File: src/hdl/msst_pkg.sv
// ----------------------------------------------------------------------------
// msst_pkg
// shared types and codes of the multi-slot timer table
// ----------------------------------------------------------------------------
package msst_pkg;

    localparam int SLOT_ID_W = 4;
    localparam int TIME_IN_W = 32;
    localparam int MAX_SLOTS = 16;

    typedef enum logic [1:0] {
        CMD_START    = 2'd0,
        CMD_STOP     = 2'd1,
        CMD_STOP_ALL = 2'd2,
        CMD_TICK     = 2'd3
    } cmd_t;

    typedef enum logic [1:0] {
        EV_STARTED = 2'd0,
        EV_REFUSED = 2'd1,
        EV_EXPIRED = 2'd2
    } event_t;

    typedef enum logic [1:0] {
        ST_IDLE,
        ST_WALK,
        ST_FINISH
    } state_t;

endpackage

File: src/hdl/msst_slot_ram.sv
// ----------------------------------------------------------------------------
// msst_slot_ram
// one-write one-read slot memory, registered read data
// ----------------------------------------------------------------------------
module msst_slot_ram #(
    parameter int DEPTH = 16,
    parameter int AW    = 4,
    parameter int DW    = 64
) (
    input  logic          clk,
    input  logic          wr_en,
    input  logic [AW-1:0] wr_addr,
    input  logic [DW-1:0] wr_data,
    input  logic          rd_en,
    input  logic [AW-1:0] rd_addr,
    output logic [DW-1:0] rd_data
);

    logic [DW-1:0] mem [DEPTH];
    logic [DW-1:0] rd_data_reg;

    always_ff @(posedge clk)
    begin
        if (wr_en)
        begin
            mem[wr_addr] <= wr_data;
        end
    end

    always_ff @(posedge clk)
    begin
        if (rd_en)
        begin
            rd_data_reg <= mem[rd_addr];
        end
    end

    assign rd_data = rd_data_reg;

endmodule

File: src/hdl/multi_slot_software_timer_table.sv
// ----------------------------------------------------------------------------
// multi_slot_software_timer_table
// timer slot table: start, stop, stop-all and tick commands, expiry events
// ----------------------------------------------------------------------------
//  channel | direction | handshake          | payload
//  input   | in        | in_valid/in_stall  | command, interval_ticks, single_shot,
//          |           |                    | timer_id, delta_ticks
//  output  | out       | out_valid/out_stall| event_kind, slot_id, last_event
//
//  start, stop and stop-all do not hold the input; start leaves one beat in the output register
//  a tick holds the input after its beat while it walks: one ram read per slot,
//  then a test of the last slot, a check for the walk end and a send of the last expiry
//  active and one-shot bits live in flip-flops and reset clears them at once; the ram
//  holds interval and remaining time, has no reset and its data is used only behind an active bit
//  a stalled output holds the walk only when a second expiry needs the output register
// ----------------------------------------------------------------------------
module multi_slot_software_timer_table
    import msst_pkg::*;
#(
    parameter int NUM_TIMERS = 16,
    parameter int TIME_BITS  = 32
) (
    input  logic                 clk,
    input  logic                 rst_n,
    input  logic                 in_valid,
    output logic                 in_stall,
    input  logic [1:0]           command,
    input  logic [TIME_IN_W-1:0] interval_ticks,
    input  logic                 single_shot,
    input  logic [SLOT_ID_W-1:0] timer_id,
    input  logic [TIME_IN_W-1:0] delta_ticks,
    output logic                 out_valid,
    input  logic                 out_stall,
    output logic [1:0]           event_kind,
    output logic [SLOT_ID_W-1:0] slot_id,
    output logic                 last_event
);

    localparam int SLOTS = (NUM_TIMERS < MAX_SLOTS) ? NUM_TIMERS : MAX_SLOTS;
    localparam int AW    = (SLOTS > 1) ? $clog2(SLOTS) : 1;
    localparam int CW    = $clog2(SLOTS + 1);
    localparam int TW    = (TIME_BITS < TIME_IN_W) ? TIME_BITS : TIME_IN_W;

    state_t               state_reg, state_next;
    logic [SLOTS-1:0]     active_reg, active_next;
    logic [SLOTS-1:0]     one_shot_reg, one_shot_next;
    logic [CW-1:0]        rd_idx_reg;
    logic                 eval_vld_reg;
    logic [AW-1:0]        eval_idx_reg;
    logic                 pend_vld_reg;
    logic [AW-1:0]        pend_idx_reg;
    logic [TW-1:0]        delta_reg;
    logic                 out_valid_reg;
    logic [1:0]           event_kind_reg, event_kind_next;
    logic [SLOT_ID_W-1:0] slot_id_reg, slot_id_next;
    logic                 last_event_reg, last_event_next;

    logic                 in_accept;
    logic                 out_busy;
    logic                 tick_start;
    logic                 free_found;
    logic [AW-1:0]        free_idx;
    logic [TW-1:0]        in_interval;
    logic [TW-1:0]        eval_ival;
    logic [TW-1:0]        eval_rem;
    logic                 eval_live;
    logic                 eval_hit;
    logic                 walk_step;
    logic                 rd_en;
    logic                 ram_we;
    logic [AW-1:0]        ram_waddr;
    logic [2*TW-1:0]      ram_wdata;
    logic [2*TW-1:0]      ram_rdata;
    logic                 out_load;
    logic                 pend_set;
    logic                 pend_clr;
    logic                 walk_done;

    msst_slot_ram #(
        .DEPTH (SLOTS),
        .AW    (AW),
        .DW    (2 * TW)
    ) u_slot_ram (
        .clk     (clk),
        .wr_en   (ram_we),
        .wr_addr (ram_waddr),
        .wr_data (ram_wdata),
        .rd_en   (rd_en),
        .rd_addr (rd_idx_reg[AW-1:0]),
        .rd_data (ram_rdata)
    );

    assign out_busy    = out_valid_reg && out_stall;
    assign in_stall    = (state_reg != ST_IDLE) || out_busy;
    assign in_accept   = in_valid && !in_stall;
    assign tick_start  = in_accept && (cmd_t'(command) == CMD_TICK);
    assign in_interval = interval_ticks[TW-1:0];
    assign eval_ival   = ram_rdata[2*TW-1:TW];
    assign eval_rem    = ram_rdata[TW-1:0];
    assign walk_done   = (rd_idx_reg == CW'(SLOTS)) && !eval_vld_reg;

    // lowest inactive slot
    always_comb
    begin
        free_found = 1'b0;
        free_idx   = '0;
        for (int i = SLOTS - 1; i >= 0; i--)
        begin
            if (!active_reg[i])
            begin
                free_found = 1'b1;
                free_idx   = AW'(i);
            end
        end
    end

    always_comb
    begin
        state_next = state_reg;
        unique case (state_reg)
            ST_IDLE:
            begin
                if (tick_start)
                begin
                    state_next = ST_WALK;
                end
            end
            ST_WALK:
            begin
                if (walk_done)
                begin
                    state_next = ST_FINISH;
                end
            end
            ST_FINISH:
            begin
                if (!pend_vld_reg || !out_busy)
                begin
                    state_next = ST_IDLE;
                end
            end
            default:
            begin
                state_next = ST_IDLE;
            end
        endcase
    end

    always_comb
    begin
        active_next     = active_reg;
        one_shot_next   = one_shot_reg;
        ram_we          = 1'b0;
        ram_waddr       = eval_idx_reg;
        ram_wdata       = {eval_ival, eval_rem - delta_reg};
        rd_en           = 1'b0;
        walk_step       = 1'b0;
        out_load        = 1'b0;
        event_kind_next = EV_EXPIRED;
        slot_id_next    = SLOT_ID_W'(pend_idx_reg);
        last_event_next = 1'b0;
        pend_set        = 1'b0;
        pend_clr        = 1'b0;
        eval_live       = eval_vld_reg && active_reg[eval_idx_reg];
        eval_hit        = eval_live && !(eval_rem > delta_reg);

        unique case (state_reg)
            ST_IDLE:
            begin
                if (in_accept)
                begin
                    unique case (cmd_t'(command))
                        CMD_START:
                        begin
                            out_load        = 1'b1;
                            last_event_next = 1'b1;
                            if (free_found)
                            begin
                                ram_we                  = 1'b1;
                                ram_waddr               = free_idx;
                                ram_wdata               = {in_interval, in_interval};
                                active_next[free_idx]   = 1'b1;
                                one_shot_next[free_idx] = single_shot;
                                event_kind_next         = EV_STARTED;
                                slot_id_next            = SLOT_ID_W'(free_idx);
                            end
                            else
                            begin
                                event_kind_next = EV_REFUSED;
                                slot_id_next    = '0;
                            end
                        end
                        CMD_STOP:
                        begin
                            if (32'(timer_id) < SLOTS)
                            begin
                                active_next[timer_id[AW-1:0]] = 1'b0;
                            end
                        end
                        CMD_STOP_ALL:
                        begin
                            active_next = '0;
                        end
                        CMD_TICK:
                        begin
                        end
                        default:
                        begin
                        end
                    endcase
                end
            end
            ST_WALK:
            begin
                // an expiry with one already pending must push it out first
                walk_step = !(eval_hit && pend_vld_reg && out_busy);
                rd_en     = walk_step && (rd_idx_reg < CW'(SLOTS));
                if (walk_step && eval_live)
                begin
                    if (eval_hit)
                    begin
                        pend_set = 1'b1;
                        out_load = pend_vld_reg;
                        if (one_shot_reg[eval_idx_reg])
                        begin
                            active_next[eval_idx_reg] = 1'b0;
                        end
                        else
                        begin
                            ram_we    = 1'b1;
                            ram_wdata = {eval_ival, eval_ival};
                        end
                    end
                    else
                    begin
                        ram_we = 1'b1;
                    end
                end
            end
            ST_FINISH:
            begin
                if (pend_vld_reg && !out_busy)
                begin
                    out_load        = 1'b1;
                    last_event_next = 1'b1;
                    pend_clr        = 1'b1;
                end
            end
            default:
            begin
            end
        endcase
    end

    always_ff @(posedge clk or negedge rst_n)
    begin
        if (!rst_n)
        begin
            state_reg     <= ST_IDLE;
            active_reg    <= '0;
            one_shot_reg  <= '0;
            rd_idx_reg    <= '0;
            eval_vld_reg  <= 1'b0;
            pend_vld_reg  <= 1'b0;
            out_valid_reg <= 1'b0;
        end
        else
        begin
            state_reg    <= state_next;
            active_reg   <= active_next;
            one_shot_reg <= one_shot_next;
            if (tick_start)
            begin
                rd_idx_reg   <= '0;
                eval_vld_reg <= 1'b0;
                pend_vld_reg <= 1'b0;
            end
            else
            begin
                if (rd_en)
                begin
                    rd_idx_reg <= rd_idx_reg + 1'b1;
                end
                if (walk_step)
                begin
                    eval_vld_reg <= rd_en;
                end
                if (pend_set)
                begin
                    pend_vld_reg <= 1'b1;
                end
                else if (pend_clr)
                begin
                    pend_vld_reg <= 1'b0;
                end
            end
            if (out_load)
            begin
                out_valid_reg <= 1'b1;
            end
            else if (!out_stall)
            begin
                out_valid_reg <= 1'b0;
            end
        end
    end

    always_ff @(posedge clk)
    begin
        if (tick_start)
        begin
            delta_reg <= delta_ticks[TW-1:0];
        end
        if (rd_en)
        begin
            eval_idx_reg <= rd_idx_reg[AW-1:0];
        end
        if (pend_set)
        begin
            pend_idx_reg <= eval_idx_reg;
        end
        if (out_load)
        begin
            event_kind_reg <= event_kind_next;
            slot_id_reg    <= slot_id_next;
            last_event_reg <= last_event_next;
        end
    end

    assign out_valid  = out_valid_reg;
    assign event_kind = event_kind_reg;
    assign slot_id    = slot_id_reg;
    assign last_event = last_event_reg;

endmodule
File: config.mk
export PLATFORM = sky130hd
export DESIGN_NAME = multi_slot_software_timer_table
export DESIGN_NICKNAME = d
export VERILOG_FILES = /design/src/hdl/msst_pkg.sv /design/src/hdl/msst_slot_ram.sv /design/src/hdl/multi_slot_software_timer_table.sv
export SDC_FILE = /design/constraint.sdc
export NUM_CORES = 1
export LEC_CHECK = 0
export ABC_AREA = 1
export BUFFER_PORTS_ARGS = -buffer_cell sky130_fd_sc_hd__buf_2
export CAP_MARGIN = 25
export CORE_MARGIN = 5
export CORE_UTILIZATION = 30
export CTS_CLUSTER_DIAMETER = 50
export DETAILED_ROUTE_END_ITERATION = 16
export GPL_ROUTABILITY_DRIVEN = 0
export PLACE_DENSITY = 0.47
export RECOVER_POWER = 25
export SKIP_CTS_REPAIR_TIMING = 1
export SLEW_MARGIN = 20
export SYNTH_ARGS = -nofsm -noshare
export SYNTH_HDL_FRONTEND = slang
export SYNTH_HIERARCHICAL = 1
export SYNTH_SLANG_ARGS = --single-unit
File: constraint.sdc
create_clock -name clk -period 5.14 [get_ports clk]
set_input_delay 0.257 -clock clk [delete_from_list [all_inputs] [get_ports clk]]
set_output_delay 0.257 -clock clk [all_outputs]
set_load 0.02 [all_outputs]
==> results by group <==
Outcome
  – Outcome: finished with violations
  – Failing checks: max-capacitance violations, max-slew violations

Timing
  – RSZ-0062 raised after global routing: no
  – Final Hold Viols: 0
  – Fin crit share: 94.4%
  – Final hold slack: 105 ps
  – Slew Viols, Final: 255
  – Rel. slew slack: -126%
  – Clock Skew: 39.3 ps
  – Peak Freq: 206 MHz
  – Final min period: between 4000 and 5000 ps
  – Endpoints failing setup: 0
  – Worst-Margin Slew: 3390 ps

Layout
  – Most frequent cells in the layout: nand2_1, edfxtp_1, inv_1, nand3_1, clkbuf_16
  – Most common cell after layout, fill and taps aside: nand2_1
  – P&R area growth vs syn: 15.3%
  – Fin util: a little over a third
  – Max FFs per register: about 1,000
  – Post-route cell area: 62,000 µm²
  – Nets: between 5,000 and 6,000
  – Fraction of layout cells with a size suffix above 1: 7.11%

Worst setup path
  – Crit-path leading delay family: buffers and inverters
  – CP arrival: ~5300 ps
  – CP max-delay cell: dfrtp_1
  – CP Capture Type: register
  – Crit path kind: register to register
  – Worst Path Buf+Inv: 2
  – Critical path's largest stage delay: 1900 ps
  – Worst Setup Start Kind: register
  – Worst Path Max Fanout: 39
  – WP data required: 5590 ps
  – Cell chain of the critical path: inv_1 > buf_4 > nand3_1 > nand2_1

Worst hold path
  – HP Class: primary input to register

Floorplan
  – Initial Util: between 30 and 40%
  – Die ar.: 188,000 µm²
  – Die Y: 433 µm
  – Core ar.: ~180,000 µm²
  – Number of I/O pins: 84
  – Die Span X: 433 µm
  – Row count: 155

Logic synthesis
  – Synthesized net count: 5,496
  – #FFs+latches synth: 1,177
  – Post-synthesis sequential area ratio: approximately two thirds
  – Avg Cell Area, Syn: 9.99 µm²
  – Yosys warns: 6
  – Synth unique cells: 49
  – Netlist Area Pre-Place: 53,800 µm²
  – Mapped Cells: 5,382

Detailed routing
  – Starting DRC count in detailed routing: 3,266
  – Drt wl/cell: 21.1 µm
  – Vias: 37,289
  – Post-route ant nets: 0
  – Drt pass-1 iters: 6
  – Post-Route WL: 169,000 µm
  – Residual DRC: 0
  – DR vias/cell: approximately 4.7

Power
  – P_int: 23,600 µW
  – Peak supply drop: 0.000371 V
  – Comb pwr share: 36.5%
  – Clk network pwr share: 26.0%
  – NetSw: 15,600 µW
  – Power Density: approximately 630 nW/µm²
  – Sequential Power Share: 37.5%
  – Leakage Power: 0.0259 µW
  – Net Sw Frac: 39.8%

Global routing
  – Vias in the first global route: 35,436
  – Total congestion overflow: 0
  – GRT Total Usage: 17.7%
  – Initial antenna violation count: 6
  – First-pass GRT wire length: 245,000 µm
  – Largest net degree at the start of global routing: 159

Clock tree
  – Worst-Skew Late Latency: 780 ps
  – CTS H-tree depth: 4
  – TritonCTS buffer count: 148
  – Clk root buf: clkbuf_16
  – CTS tree: yes
  – CTS max path bufs: 3
  – Clock-pin slew of the registers on the worst-case setup and hold paths: 50 ps
  – Sink Count: 1,177

Flow run
  – Max_cap viols: 7

Placed design
  – Dpl hpwl: 102,000 µm
  – Dpl cell area: 57,100 µm²
  – IO Port Bufs: 83
==> per-stage QoR <==
stage	std cells	worst slack, ps	total power (µW)	TNS, ps
3_3_place_gp	7685	743	29200	0
6_report	7997	285	39100	0
3_5_place_dp	7691	826	29300	0
5_1_grt	7995	241	41300	0
2_1_floorplan	5382	-358	23400	-351260
4_1_cts	7956	789	39600	0
==> synthesized netlist by cell type (all sizes together) <==
library cell | count | area share [%]
a211oi | 1 | 0.014
a21boi | 6 | 0.10
a21o | 6 | 0.084
a21oi | 109 | 1.0
a22oi | 12 | 0.17
a31oi | 14 | 0.16
a32o | 1 | 0.019
buf | 208 | 2.6
clkbuf | 35 | 0.24
dfrtp | 42 | 2.0
edfxtp | 1135 | 63
fa | 1 | 0.037
ha | 38 | 0.88
inv | 942 | 6.6
nand2 | 1691 | 12
nand3 | 809 | 7.5
nand3b | 2 | 0.028
nand4 | 11 | 0.16
nor2 | 138 | 1.1
nor3 | 7 | 0.065
nor4 | 5 | 0.081
o211ai | 28 | 0.39
o21a | 5 | 0.070
o21ai | 99 | 0.94
o21bai | 2 | 0.028
o221ai | 2 | 0.033
o31ai | 1 | 0.014
or2 | 3 | 0.035
xnor2 | 10 | 0.16
xor2 | 19 | 0.31
==> power groups by stage <==
stage | logic (µW) | clock network, µW | registers (µW)
after global routing | 15700 | 10900 | 14700
after detailed placement | 14400 | 0 | 14800
after floorplan | 8810 | 0 | 14600
after global placement | 14300 | 0 | 14800
after CTS | 14500 | 10400 | 14600
final | 14300 | 10200 | 14700
==> routing by layer <==
metal,GRT usage [%],part of all wire (%),vias to the layer above
li1,-,-,17840
met1,23.7,44,18231
met2,29.1,48,990
met3,3.11,5.3,228
met4,6.05,3.3,0
met5,0,0,-
==> worst paths after layout <==
| path | start | to | slack, ps | depth (start not counted) |
|---|---|---|---|---|
| setup / recovery | rd_idx_reg[3]$_DFFE_PN0P_ | u_slot_ram/rd_data[17]$_DFFE_PP_ | 290 | 4 |
| hold / removal | timer_id[3] | active_reg[7]$_DFFE_PN0P_ | 100 | 7 |
| setup reg to reg | rd_idx_reg[3]$_DFFE_PN0P_ | u_slot_ram/rd_data[17]$_DFFE_PP_ | 290 | 4 |
| hold reg to reg | one_shot_reg[8]$_DFFE_PN0P_ | one_shot_reg[8]$_DFFE_PN0P_ | 500 | 2 |
| max in group asynchronous | rst_n | rd_idx_reg[2]$_DFFE_PN0P_ | 2760 | 4 |
| min in group asynchronous | rst_n | one_shot_reg[8]$_DFFE_PN0P_ | 1150 | 4 |
==> worst min-delay path: cells and delay by family <==
family / cells / cell delay [ps]
AND/OR/NAND/NOR: 4 / 300
AO/OA/AOI/OAI: 2 / 150
buffers and inverters: 1 / 110
==> kinds of logic after synthesis <==
group | share of synthesized area, %
AOI/OAI and AO/OA | 3.04
xor gates and xnor gates | 0.472
adders and majority gates | 0.921
buffers and inverters | 9.40
DFF | 65.3
and+or+nand+nor | 20.8
==> area by class of cell <==
class | instances | area, µm²
fillers | 18121 | 116000
well taps | 2355 | 2950
multi-input cells | 3020 | 13700
inverters | 942 | 3570
clock buffers | 183 | 3930
clock inverters | 82 | 833
repair buffers | 236 | 1890
flip-flops and latches | 1177 | 35100
diodes | 2 | 5.00
(Power assumes the default switching activity.)
